==> src/rtl/assert_macros.svh <==
// Assertion macros shared by the nearest point search RTL.
// Depends on nothing; files that assert include it by name.
`ifndef ASSERT_MACROS_SVH
`define ASSERT_MACROS_SVH

// Same-cycle implication, disabled while reset is high.
`define ASSERT_IMPLY(label, clk, rst, a, b) \
  label: assert property (@(posedge clk) disable iff (rst) (a) |-> (b)) \
    else $error("assertion failed: same-cycle implication");

// Next-cycle implication, disabled while reset is high.
`define ASSERT_NEXT(label, clk, rst, a, b) \
  label: assert property (@(posedge clk) disable iff (rst) (a) |=> (b)) \
    else $error("assertion failed: next-cycle implication");

`endif

==> src/rtl/nps_pkg.sv <==
// Types and constants of the nearest point search unit.
// Used by every module of the block but nps_ram; depends on nothing.
package nps_pkg;

  localparam int COORD_BITS = 24;
  localparam int IDX_BITS   = 10;
  localparam int SQ_W       = 2 * COORD_BITS;
  localparam int SUM_W      = SQ_W + 2;

  localparam logic [1:0] OP_LOAD  = 2'd0;
  localparam logic [1:0] OP_QUERY = 2'd1;
  localparam logic [1:0] OP_CLEAR = 2'd2;

  typedef struct packed {
    logic [1:0]                   operation;
    logic signed [COORD_BITS-1:0] coord_x;
    logic signed [COORD_BITS-1:0] coord_y;
    logic signed [COORD_BITS-1:0] coord_z;
  } nps_in_t;

  typedef struct packed {
    logic [IDX_BITS-1:0] nearest_index;
    logic                found;
    logic                overflow;
  } nps_out_t;

  typedef struct packed {
    logic signed [COORD_BITS-1:0] x;
    logic signed [COORD_BITS-1:0] y;
    logic signed [COORD_BITS-1:0] z;
  } nps_point_t;

  // Word handed from cell to cell along the distance chain.
  typedef struct packed {
    logic             valid;
    logic             last;
    nps_point_t       pt;
    logic [SUM_W-1:0] sum;
  } nps_word_t;

  typedef enum logic [1:0] {
    ST_IDLE,
    ST_SCAN,
    ST_DRAIN
  } nps_state_t;

endpackage

==> src/rtl/nps_min.sv <==
// Running minimum at the end of the distance chain: counts arriving words,
// keeps the earliest index of the smallest sum, pulses done on the last word.
// Depends on nps_pkg.
module nps_min #(
  parameter int AW = 10
) (
  input  logic               clk,
  input  logic               rst,
  input  nps_pkg::nps_word_t word_in,
  output logic               done,
  output logic [AW-1:0]      best_idx
);

  logic [AW-1:0]             idx;
  logic [nps_pkg::SUM_W-1:0] best_sum;
  logic                      take;

  // Strict less-than keeps the earlier index on ties.
  assign take = (idx == '0) || (word_in.sum < best_sum);

  // Advance the index counter and the done pulse.
  always_ff @(posedge clk) begin
    if (rst) begin
      idx  <= '0;
      done <= 1'b0;
    end else begin
      done <= word_in.valid && word_in.last;
      if (word_in.valid) begin
        idx <= word_in.last ? '0 : idx + AW'(1);
      end
    end
  end

  // Hold the best candidate so far.
  always_ff @(posedge clk) begin
    if (word_in.valid && take) begin
      best_sum <= word_in.sum;
      best_idx <= idx;
    end
  end

endmodule

==> config.mk <==
export PLATFORM = sky130hd
export DESIGN_NAME = nps_min
export DESIGN_NICKNAME = d
export VERILOG_FILES = /design/src/rtl/assert_macros.svh /design/src/rtl/nps_pkg.sv /design/src/rtl/nps_min.sv
export SDC_FILE = /design/constraint.sdc
export NUM_CORES = 1
export LEC_CHECK = 0
export BUFFER_PORTS_ARGS = -buffer_cell sky130_fd_sc_hd__buf_2
export CORE_ASPECT_RATIO = 0.6
export CORE_UTILIZATION = 45
export CTS_BUF_LIST = sky130_fd_sc_hd__clkbuf_16
export DETAILED_ROUTE_END_ITERATION = 12
export PLACE_DENSITY = 0.75
export REMOVE_ABC_BUFFERS = 1
export SETUP_SLACK_MARGIN = 0.05
export SLEW_MARGIN = 20
export SYNTH_ARGS = -nofsm -noshare
export SYNTH_HDL_FRONTEND = slang
export SYNTH_SLANG_ARGS = --single-unit
==> constraint.sdc <==
create_clock -name clk -period 4.6 [get_ports clk]
set_input_delay 0.69 -clock clk [delete_from_list [all_inputs] [get_ports clk]]
set_output_delay 0.69 -clock clk [all_outputs]
set_load 0.1 [all_outputs]
# Word-level counts from Yosys, hierarchy flattened
# Cells that the tools add are included.
word_totals:
  regBits: 71
  in_bits: 126
classes:
  n_lt_le_gt_ge: 1
  addsub: 1
  n_reduce_logical: 4
  muxes: 1
ops:
  columns: ["op", "count"]
  rows:
  - ["< comparator 50 bit", 1]
  - ["adder 10 x 1 -> 10 bit, second input constant", 1]
  - ["zero test 10 bit", 1]
  - ["two-way mux 10 bit", 1]
  - ["logical AND 1 bit", 2]
  - ["logical OR 1 bit", 1]

# Logic depth before layout (Yosys ltp)
depth:
  depth_word: 3
  mapped_depth: 8

# Worst setup path before layout
# OpenSTA, ideal clock, no wires.
synth_timing:
  path_type: "input to register"
  startpoint: "in word_in[27] in the netlist's numbering"
  endpoint: "reg best_idx[0] (enable)"
  arrival_time_ns: 3.231
  path_buffers: 0
  required_ns: 4.175
  stages: 7
  setup_slack_ns: 0.943
  cell_sequence: "ha_1 a211oi_2 nor2_1 o31ai_2 a21boi_1 o31ai_1 o311a_1"
synth_via:
  elab_chain_cells: 3
synth_lines:
  columns: ["element", "line_no", "source"]
  rows:
  - ["start, declared", "nps_min.sv:9", "input nps_pkg::nps_word_t word_in,"]
  - ["< comparator 50 bit", "nps_min.sv:19", "assign take = (idx == '0) || (word_in.sum < best_sum);"]
  - ["logical OR 1 bit", "nps_min.sv:19", null]
  - ["logical AND 1 bit", "nps_min.sv:36", "if (word_in.valid && take) begin"]
  - ["end signal, assigned", "nps_min.sv:38", "best_idx <= idx;"]
  - ["end, declared", "nps_min.sv:11", "output logic [AW-1:0] best_idx"]
# No other way between the ends.
# A chain may end at the register's enable or synchronous reset.

# Worst setup path in the final report
layout_timing:
  startpoint: "in word_in[27] in the netlist's numbering"
  endpoint: "reg best_sum[24] in the netlist's numbering (enable)"
layout_via:
  elab_chain_cells: 3
layout_lines:
  columns: ["element", "line_no", "source"]
  rows:
  - ["< comparator 50 bit", "nps_min.sv:19", null]
  - ["logical OR 1 bit", "nps_min.sv:19", null]
  - ["logical AND 1 bit", "nps_min.sv:36", null]
  - ["end signal, assigned", "nps_min.sv:37", "best_sum <= word_in.sum;"]
  - ["end, declared", "nps_min.sv:15", "logic [nps_pkg::SUM_W-1:0] best_sum;"]
# No other way between the ends.

==> results.cfg <==
[timing]
fin_tns_setup_ns = 0
fin_skew_ns = 0.00734
setup_violations = 0
final_hold_viol_count = 0
relSlewSlack_pct = 52.1
worstMarginPinSlew_ns = 0.719
setup_ws_ns = 1.69
fin_crit_sh_pct = 63.3
fin_crit_ns = 2.91
maxSlewViolCount = 0
rsz0062_at_grt = false
max_freq_mhz = 343

[critical_path]
crit_family = compound AO/OA/AOI/OAI gates
worstSetupPathType = in -> reg
cp_num_buf_inv = 2
max_stage_delay_ns = 0.70
cp_data_required_time_ns = 4.62
critPathSlowestCell = o311a_2
cp_max_fo = 34
crit_chain = buf_2 -> ha_1 -> a211oi_2 -> nor2_1 -> o31ai_2 -> a21boi_1 -> o31ai_1 -> o311a_2 -> buf_12
crit_path_end_kind = register
cp-start-kind = input port
critPathArrivalTime_ns = 2.93

[floorplan]
die_y_um = 70.6
core_area_um2 = 7420
dieWidth_um = 116
start_util_pct = 47.6
rows = 24
io_pins = 137
dieArea_um2 = 8210

[routing]
firstDrtPassIters = 5
wl_per_cell_um = 13.4
wl_um = 6340
drc = 0
first_iter_violations = 81
antenna_left = 0
num_vias = 2283
vias_per_cell = 4.81

[power_and_ir_drop]
vdd_drop_max_uv = 184
leakage_nw = 1.94
power_density_nw_per_um2 = 385

[job]
max_cap_viol_count = 0

[layout]
layout_common_cells = 64 x buf_2, 60 x edfxtp_1, 52 x inv_1
area_growth_pct = 21.7
layout-drive-gt1-share_pct = 22.9
finalNetCount = 543
final_cell_count_no_fill = 475
n_fill_cell = 637
antenna_cells = 0
final_common_cell = buf_2

[synthesis]
synth_top_area_share_pct = 51.1
yosys.area.top_type = edfxtp_1
synth_area_leaders = edfxtp_1 51%, ha_1 18%, dfxtp_1 6.2%
synth_cell_types = 36
seq_area_frac_synth_pct = 57.3
ys_warn_count = 0
synth_area_per_cell_um2 = 12.1
synth-seq-cells = 71
syn_inst = 292
syn-cell-area_um2 = 3530

[placed_design]
post-place-ws_ns = 1.31
numPortBuffers = 64
dpl.cell_count = 459
gp_congestion = 0.803
hpwl_um = 4840

[clocking]
clk_pin_slew_worst_paths_ns = 0.05
cts.sinks = 71
clock_latency_ns = 0.33
cts_hold_buf = 0
clk_path_buf_depth = 2
post-cts-setup-buffer-count = 0
root_buffer = clkbuf_16
numCtsBuffers = 9
cts_resized = 0
cts_tree = yes
cts.htree.levels = 3

[global_routing]
grt_max_degree = 35
grt_usage_pct = 17.3
antenna_found_initial = 0
grt-ovfl-total = 0
grt_pass1_wl_um = 10400
grt_pass1_vias = 2246

[worst_hold_path]
hold_path.class = reg -> reg

[run_status]
outcome = finished, final reports clean
## power by group
group	internal (W)	leakage, nW	switching (W)
registers	0.000745	0.677	0.0000106
logic	0.0000751	1.12	0.000143
clock network	0.000425	0.143	0.000255
## per-layer routing
metal | GRT usage (%) | part of all wire, % | up-vias
met5 | 0 | 0 | -
li1 | - | - | 1187
met4 | 7.26 | 1.7 | 0
met2 | 24.8 | 41 | 52
met1 | 24.1 | 52 | 1032
met3 | 5.74 | 4.9 | 12
## final timing paths
check               startpoint            to  slack (ns)  cells after the start
setup / recovery   word_in[27]  best_sum[24]        1.69                      9
setup reg to reg  best_sum[27]  best_sum[24]        1.78                      9
hold / removal          idx[5]   best_idx[5]        0.51                      0
hold reg to reg         idx[5]   best_idx[5]        0.51                      0
## logic make-up (layout without fill, tap and decap cells)
family          count (synthesis)  after routing  share of synthesized area (%)
fa+ha+maj                      51             51                           18.1
simple gates                   62             62                           8.69
compound gates                 45             45                           7.87
mux                             1              1                          0.284
buf+inv                        54            133                           5.78
xor+xnor                        8              8                           1.99
flops                          71             71                           57.3
## cell type report
class | instances | area, um^2 | area share [%]
sequential | 71 | 2020 | 47.1
clock inverter | 5 | 27.5 | 0.641
multi-input combinational | 167 | 1300 | 30.4
tap | 104 | 130 | 3.03
clock buffer | 11 | 275 | 6.41
inverter | 52 | 195 | 4.55
timing repair buffer | 65 | 340 | 7.93
## through the flow
step	power (W)	cell area, um^2	utilization, %	hold WS (ns)
after floorplan	0.000916	3520	-	0.451
after global placement	0.000979	3990	53.8	0.483
after detailed placement	0.000988	3990	53.8	0.498
after CTS	0.00168	4290	57.9	0.506
after global routing	0.00173	4290	57.9	0.518
final	0.00165	4290	57.9	0.512
## worst reg2reg max path: stages, from the launching register on
cell and delay, ns:
edfxtp_1 0.37, inv_1 0.07, ha_1 0.25, a211oi_2 0.23, nor2_1 0.08, o31ai_2 0.17, a21boi_1 0.09, o31ai_1 0.20
o311a_2 0.70, buf_12 0.30
## cell usage after synthesis
master,n
a2111oi_2,1
a211oi_1,3
a211oi_2,1
a21boi_1,1
a21o_1,1
a21oi_1,20
a31oi_1,1
and3_1,2
and4_1,1
buf_2,1
clkbuf_1,1
dfxtp_1,11
edfxtp_1,60
ha_1,51
inv_1,52
mux2i_1,1
nand2_1,14
nand2b_1,3
nand3_1,4
nand4_1,10
nand4b_1,1
nor2_1,20
nor2b_1,2
nor3_1,2
nor4_1,1
nor4_2,1
o211ai_1,1
o21ai_0,8
o21ai_1,4
o21ai_2,1
o311a_1,1
o31ai_1,1
o31ai_2,1
or3_1,1
xnor2_1,2
xor2_1,6
## sequential cells by signal, summed over array words and instances, names as in the netlist
name,flops
done,1
best_sum,50
best_idx,10
idx,10
No activity file was read; power rests on OpenSTA's default activity.
