$ cat src/rtl/assert_macros.svh
// Assertion macros shared by the nearest point search RTL.
// Depends on nothing; files that assert include it by name.
`ifndef ASSERT_MACROS_SVH
`define ASSERT_MACROS_SVH

// Same-cycle implication, disabled while reset is high.
`define ASSERT_IMPLY(label, clk, rst, a, b) \
  label: assert property (@(posedge clk) disable iff (rst) (a) |-> (b)) \
    else $error("assertion failed: same-cycle implication");

// Next-cycle implication, disabled while reset is high.
`define ASSERT_NEXT(label, clk, rst, a, b) \
  label: assert property (@(posedge clk) disable iff (rst) (a) |=> (b)) \
    else $error("assertion failed: next-cycle implication");

`endif

$ cat src/rtl/nps_pkg.sv
// Types and constants of the nearest point search unit.
// Used by every module of the block but nps_ram; depends on nothing.
package nps_pkg;

  localparam int COORD_BITS = 24;
  localparam int IDX_BITS   = 10;
  localparam int SQ_W       = 2 * COORD_BITS;
  localparam int SUM_W      = SQ_W + 2;

  localparam logic [1:0] OP_LOAD  = 2'd0;
  localparam logic [1:0] OP_QUERY = 2'd1;
  localparam logic [1:0] OP_CLEAR = 2'd2;

  typedef struct packed {
    logic [1:0]                   operation;
    logic signed [COORD_BITS-1:0] coord_x;
    logic signed [COORD_BITS-1:0] coord_y;
    logic signed [COORD_BITS-1:0] coord_z;
  } nps_in_t;

  typedef struct packed {
    logic [IDX_BITS-1:0] nearest_index;
    logic                found;
    logic                overflow;
  } nps_out_t;

  typedef struct packed {
    logic signed [COORD_BITS-1:0] x;
    logic signed [COORD_BITS-1:0] y;
    logic signed [COORD_BITS-1:0] z;
  } nps_point_t;

  // Word handed from cell to cell along the distance chain.
  typedef struct packed {
    logic             valid;
    logic             last;
    nps_point_t       pt;
    logic [SUM_W-1:0] sum;
  } nps_word_t;

  typedef enum logic [1:0] {
    ST_IDLE,
    ST_SCAN,
    ST_DRAIN
  } nps_state_t;

endpackage

$ cat src/rtl/nps_cell.sv
// One cell of the distance chain: squares the x offset to its query coordinate,
// adds it to the running sum and hands the word on with the axes rotated.
// Depends on nps_pkg.
module nps_cell (
  input  logic                                  clk,
  input  logic                                  rst,
  input  logic                                  q_load,
  input  logic signed [nps_pkg::COORD_BITS-1:0] q_value,
  input  nps_pkg::nps_word_t                    word_in,
  output nps_pkg::nps_word_t                    word_out
);

  localparam int CB = nps_pkg::COORD_BITS;

  logic signed [CB-1:0]      q;
  logic signed [CB:0]        diff;
  logic signed [CB:0]        mag_full;
  logic [CB-1:0]             mag1;
  logic [nps_pkg::SQ_W-1:0]  sq2;
  nps_pkg::nps_word_t        w1;
  nps_pkg::nps_word_t        w2;
  nps_pkg::nps_word_t        w3;
  logic                      v1;
  logic                      v2;
  logic                      v3;

  // Form the magnitude of the offset on this cell's axis.
  always_comb begin
    diff     = (CB + 1)'(word_in.pt.x) - (CB + 1)'(q);
    mag_full = diff[CB] ? -diff : diff;
  end

  // Hold the query coordinate for the whole scan.
  always_ff @(posedge clk) begin
    if (q_load) begin
      q <= q_value;
    end
  end

  // Advance valid bits through the three stages.
  always_ff @(posedge clk) begin
    if (rst) begin
      v1 <= 1'b0;
      v2 <= 1'b0;
      v3 <= 1'b0;
    end else begin
      v1 <= word_in.valid;
      v2 <= v1;
      v3 <= v2;
    end
  end

  // Stage 1 takes the offset and rotates the axes, stage 2 squares,
  // stage 3 accumulates.
  always_ff @(posedge clk) begin
    mag1 <= mag_full[CB-1:0];
    w1   <= '{valid: word_in.valid, last: word_in.last,
              pt: '{x: word_in.pt.y, y: word_in.pt.z, z: word_in.pt.x},
              sum: word_in.sum};
    sq2  <= nps_pkg::SQ_W'(mag1) * nps_pkg::SQ_W'(mag1);
    w2   <= w1;
    w3   <= '{valid: w2.valid, last: w2.last, pt: w2.pt,
              sum: w2.sum + nps_pkg::SUM_W'(sq2)};
  end

  assign word_out = '{valid: v3, last: w3.last, pt: w3.pt, sum: w3.sum};

endmodule

$ cat config.mk
export PLATFORM = sky130hd
export DESIGN_NAME = nps_cell
export DESIGN_NICKNAME = d
export VERILOG_FILES = /design/src/rtl/assert_macros.svh /design/src/rtl/nps_pkg.sv /design/src/rtl/nps_cell.sv
export SDC_FILE = /design/constraint.sdc
export NUM_CORES = 2
export LEC_CHECK = 0
export ABC_AREA = 1
export ABC_CLOCK_PERIOD_IN_PS = 12150
export BUFFER_PORTS_ARGS = -buffer_cell sky130_fd_sc_hd__buf_2
export CAP_MARGIN = 10
export CELL_PAD_IN_SITES_DETAIL_PLACEMENT = 1
export CELL_PAD_IN_SITES_GLOBAL_PLACEMENT = 2
export CORE_UTILIZATION = 41
export CTS_CLUSTER_DIAMETER = 50
export DETAILED_ROUTE_END_ITERATION = 8
export HOLD_SLACK_MARGIN = 0.03
export PLACE_DENSITY_LB_ADDON = 0.05
export SLEW_MARGIN = 40
export SYNTH_ARGS = -nofsm -noshare
export SYNTH_HDL_FRONTEND = slang
export SYNTH_SLANG_ARGS = --single-unit
$ cat constraint.sdc
create_clock -name clk -period 12.15 [get_ports clk]
set_input_delay 3.645 -clock clk [delete_from_list [all_inputs] [get_ports clk]]
set_output_delay 3.645 -clock clk [all_outputs]
set_load 0.03 [all_outputs]
Word-level counts from Yosys, hierarchy flattened

Index checks and enable logic that the tools add are counted.
W data, S select, Z words.

Bits in registers: 468

Muxes and demuxes: 1
$add $sub $neg: 3
Multiply operators: 1

Operators by type and width:

| kind             | count |
|---|---|
| $add A50 B48 Y50 | 1 |
| $mul A24 B24 Y48 | 1 |
| $sub A24 B24 Y25 | 1 |
| $mux W24         | 1 |
| $neg A24 Y24     | 1 |

Logic depth before layout (Yosys ltp)

Depth after elaboration: 3
Mapped depth: 30
Depth with buffers taken out: 29

Worst setup path before layout

No wires, ideal clock.

Path kind: register -> register
From: reg mag1[14]
To: reg sq2[37] in the netlist's numbering
Path buffers: 1
Period minus slack after synthesis: 6183 ps
Data arrival time: 6060 ps
Setup slack: 5967 ps
Data required time: 12027 ps
Stages on the path, launching flop included: 27
Path through: dfxtp_1 -> clkbuf_1 -> nand2_1 -> fa_1 -> inv_1 -> fa_1 -> inv_1 -> fa_1 -> inv_1 -> fa_1 -> inv_1 -> fa_1 -> inv_1 -> fa_1 -> inv_1 -> fa_1 -> inv_1 -> ha_1 -> a21oi_1 -> inv_1 -> a21oi_1 -> nor2_1 -> nor2_1 -> o21ai_2 -> a21oi_1 -> o21bai_1 -> xor2_1

Cells in the longest elaborated chain, start to end: 1

Ends and longest elaborated chain:

| what                   | line           | text |
|---|---|---|
| from (decl)            | nps_cell.sv:18 | `logic [CB-1:0] mag1;` |
| from (signal assigned) | nps_cell.sv:56 | `mag1 <= mag_full[CB-1:0];` |
| $mul A24 B24 Y48       | nps_cell.sv:60 | `sq2 <= nps_pkg::SQ_W'(mag1) * nps_pkg::SQ_W'(mag1);` |
| to (signal assigned)   | nps_cell.sv:60 |  |
| to (decl)              | nps_cell.sv:19 | `logic [nps_pkg::SQ_W-1:0] sq2;` |

Every way passes these cells.
A chain may end at the register's enable or synchronous reset.

Worst setup path after layout

From: reg mag1[22]
To: reg sq2[27] in the netlist's numbering

Same word-level chain as after synthesis.

==> flow_metrics.tcl <==
set metrics [dict create \
    area_growth_syn_to_fin_pct 14.1 \
    clock-skew-final_ns 0.0245 \
    tritoncts_clock_tree "done" \
    dominantRegCellSynth "dfxtp_1" \
    finalSetupTns_ns 0 \
    post-route-drc-count 0 \
    hpwlAfterDp_um 71600 \
    finalCriticalPeriod_ns 7.13 \
    cts_setup_buffers 0 \
    core.rowCount 102 \
    worstSetupEndpointType "flip-flop" \
    finish.net_count 4723 \
    timing_worst_slew_pin_value_ns 0.917 \
    crit_required_ns 12.66 \
    report.final.setup_viol 0 \
    place.port_buffers 274 \
    synthesis.area_um2 32000 \
    synth_top_area_share 0.277 \
    slew-limit-headroom 0.383 \
    cpLargestDelayFamily "adder cells" \
    synth_seq_area_share 0.299 \
    die_area_um2 79300 \
    number_of_antenna_violations_at_the_first_check_in_global_routing 0 \
    critical_path_class "reg2reg" \
    unrepaired_setup_endpoints_after_global_routing "no" \
    initial_core_util 0.414 \
    layout_commonest_cell "inv_1" \
    final_layout_size_suffix_gt1_frac 0.118 \
    clk-insertion-delay-late_ns 0.60 \
    ys_seq_elements 467 \
    commonest_cells_after_routing_fill_and_taps_aside "inv_1 (914), nand2_1 (710), dfxtp_1 (440)" \
    crit_path_start_kind "flip-flop" \
    postCtsHoldBufs 0 \
    post_synth.cell_area_avg_um2 8.90 \
    drt-total-wl_um 86200 \
    timing.critical_path.slowest_cell_delay_ns 0.75 \
    dr.first_iter.drc_count 679 \
    cp-startpoint "mag1[22]$_DFF_P_" \
    critical_path_buf_inv_count 5 \
    synth.area.top_cells "dfxtp_1 (28%), fa_1 (26%), inv_1 (11%)" \
    cts_buffers 55 \
    final_hold_viol_count 0 \
    clockBufferDepth 3 \
    cp_data_arrival_time_ns 7.64 \
    antennaDiodeCount 0 \
    route.detailed.wl_per_inst_um 17.3 \
    detail_route.vias_per_cell 4.67 \
    outcome "finished clean" \
    detailroute.via_count 23300 \
    final_min_period_over_clock_period 0.586 \
    number_of_global_route_vias_before_repair 26800 \
    hold_crit_start "w1[122]$_DFF_P_" \
    drt-pass1-iter-count 4 \
    htree_num_levels 2 \
    cp_common_cell "fa_1" \
    postSynth.asyncResetShare 0 \
    post_synth_inst_count 3601 \
    cts_resized 0 \
    maximum_number_of_pins_on_one_net_before_global_route_repair 27 \
    critical_path.max_fanout 24 \
    die_height_um 282 \
    synth.yosys.warnings 0 \
    grt_overflow 0 \
    detail-route-antenna-nets 0 \
    timing.critical_path.slowest_stage_cell "dfxtp_2" \
    gp_routability_congestion 0.843 \
    grt_pass1_wl_um 139000 \
    yosys.cell_types.count 48 \
    fp.coreArea_um2 77300 \
    clock_tree.root_cell "clkbuf_16" \
    maxSlewViolCount 0 \
    num-fill-cells 9175 \
    max_cap_violations 0 \
    synth-edff-count 24 \
    min-delay-path-class "reg2reg" \
    max_freq_mhz 140 \
    cts_sinks 467 \
    die_x_um 282 \
    crit-reg2reg-launch "mag1[22]$_DFF_P_" \
    design.portCount 275 \
    number_of_nets_produced_by_synthesis 4426 \
    crit_chain "nand2_1 > fa_1 > inv_1 > fa_1 > fa_1 > inv_1 > fa_1 > inv_1 > fa_1 > fa_1 > inv_1 > fa_1 > inv_1 > ha_1 > nand2_1 > nor2_1 > nand2_1 > nor4_1 > a21oi_1 > o21ai_0 > xor2_1" \
    gr_util_all_layers 0.223 \
    clk_pin_slew_worst_paths_ns 0.06 \
    finished_core_util 0.473 \
    synthDominantAreaCellType "dfxtp_1" \
]
-- cell usage after synthesis, types with 2 or more instances --
| cell type | instances |
|---|---|
| inv_1 | 914 |
| nand2_1 | 710 |
| dfxtp_1 | 443 |
| fa_1 | 423 |
| ha_1 | 251 |
| nor2_1 | 173 |
| a21oi_1 | 122 |
| nand3_1 | 102 |
| xor2_1 | 79 |
| o21ai_0 | 70 |
| clkbuf_1 | 50 |
| xnor2_1 | 34 |
| a31oi_1 | 30 |
| edfxtp_1 | 24 |
| nand2_2 | 23 |
| a21o_1 | 21 |
| nor3_1 | 16 |
| nor2_2 | 11 |
| o21bai_1 | 10 |
| nand3_2 | 9 |
| nand4_1 | 9 |
| nor4_1 | 9 |
| o21ai_1 | 8 |
| inv_2 | 7 |
| o21a_1 | 7 |
| nor2_4 | 6 |
| a21boi_0 | 4 |
| a21oi_2 | 3 |
| and2_1 | 3 |
| and3_1 | 3 |
| buf_6 | 3 |
| nand3b_1 | 3 |
| o21ai_2 | 3 |
| a211oi_1 | 2 |
| a31o_2 | 2 |
| or2_2 | 2 |
-- per-layer routing --
metal,vias to the layer above,global-route usage,wire length [um]
li1,11300,-,-
met1,11500,0.272,37000
met2,364,0.415,44500
met3,119,0.0230,2540
met4,0,0.0592,2170
met5,-,0,0
-- metrics by stage --
stage	area, um2	std cells	hold WS, ns	setup slack, ns
2_1_floorplan	32000	3601	0.310	5.97
6_report	36500	4982	0.318	5.02
5_1_grt	36500	4982	0.328	4.70
3_5_place_dp	34600	4881	0.313	4.98
3_3_place_gp	34600	4881	0.310	4.75
4_1_cts	36500	4982	0.320	4.96
-- cells by family after synthesis --
logic type / Yosys count / share of synthesized area
AO/OA/AOI/OAI: 288 / 0.0514
XOR/XNOR: 113 / 0.0309
adder cells (fa/ha/maj): 674 / 0.362
buffers and inverters: 976 / 0.115
flip-flops: 467 / 0.299
multiplexers: 1 / 0.000351
AND/OR/NAND/NOR: 1082 / 0.140
-- final cells by class --
cell class | instances | area [um2] | area share
Multi-Input combinational cell | 2158 | 18800 | 0.513
Timing Repair Buffer | 295 | 1530 | 0.0418
Sequential cell | 467 | 9590 | 0.262
Inverter | 921 | 3460 | 0.0946
Clock inverter | 35 | 393 | 0.0107
Clock buffer | 66 | 1520 | 0.0416
Tap cell | 1040 | 1300 | 0.0356
-- flip-flops by register name, indices dropped and copies added, names as in the netlist --
register / count
mag1: 24
q: 24
sq2: 47
v1: 1
v2: 1
v3: 1
w1: 123
w2: 123
word_out: 123
-- final timing paths --
kind	to	slack (ns)	cells past startpoint
setup / recovery	sq2[27]$_DFF_P_	5.02	21
hold / removal	w2[122]$_DFF_P_	0.32	0
hold reg to reg	w2[122]$_DFF_P_	0.32	0
setup reg to reg	sq2[27]$_DFF_P_	5.02	21
Power is left out: the tool's default activity adds up to more than one toggle a clock period on the data nets, which glitch-free logic cannot reach.
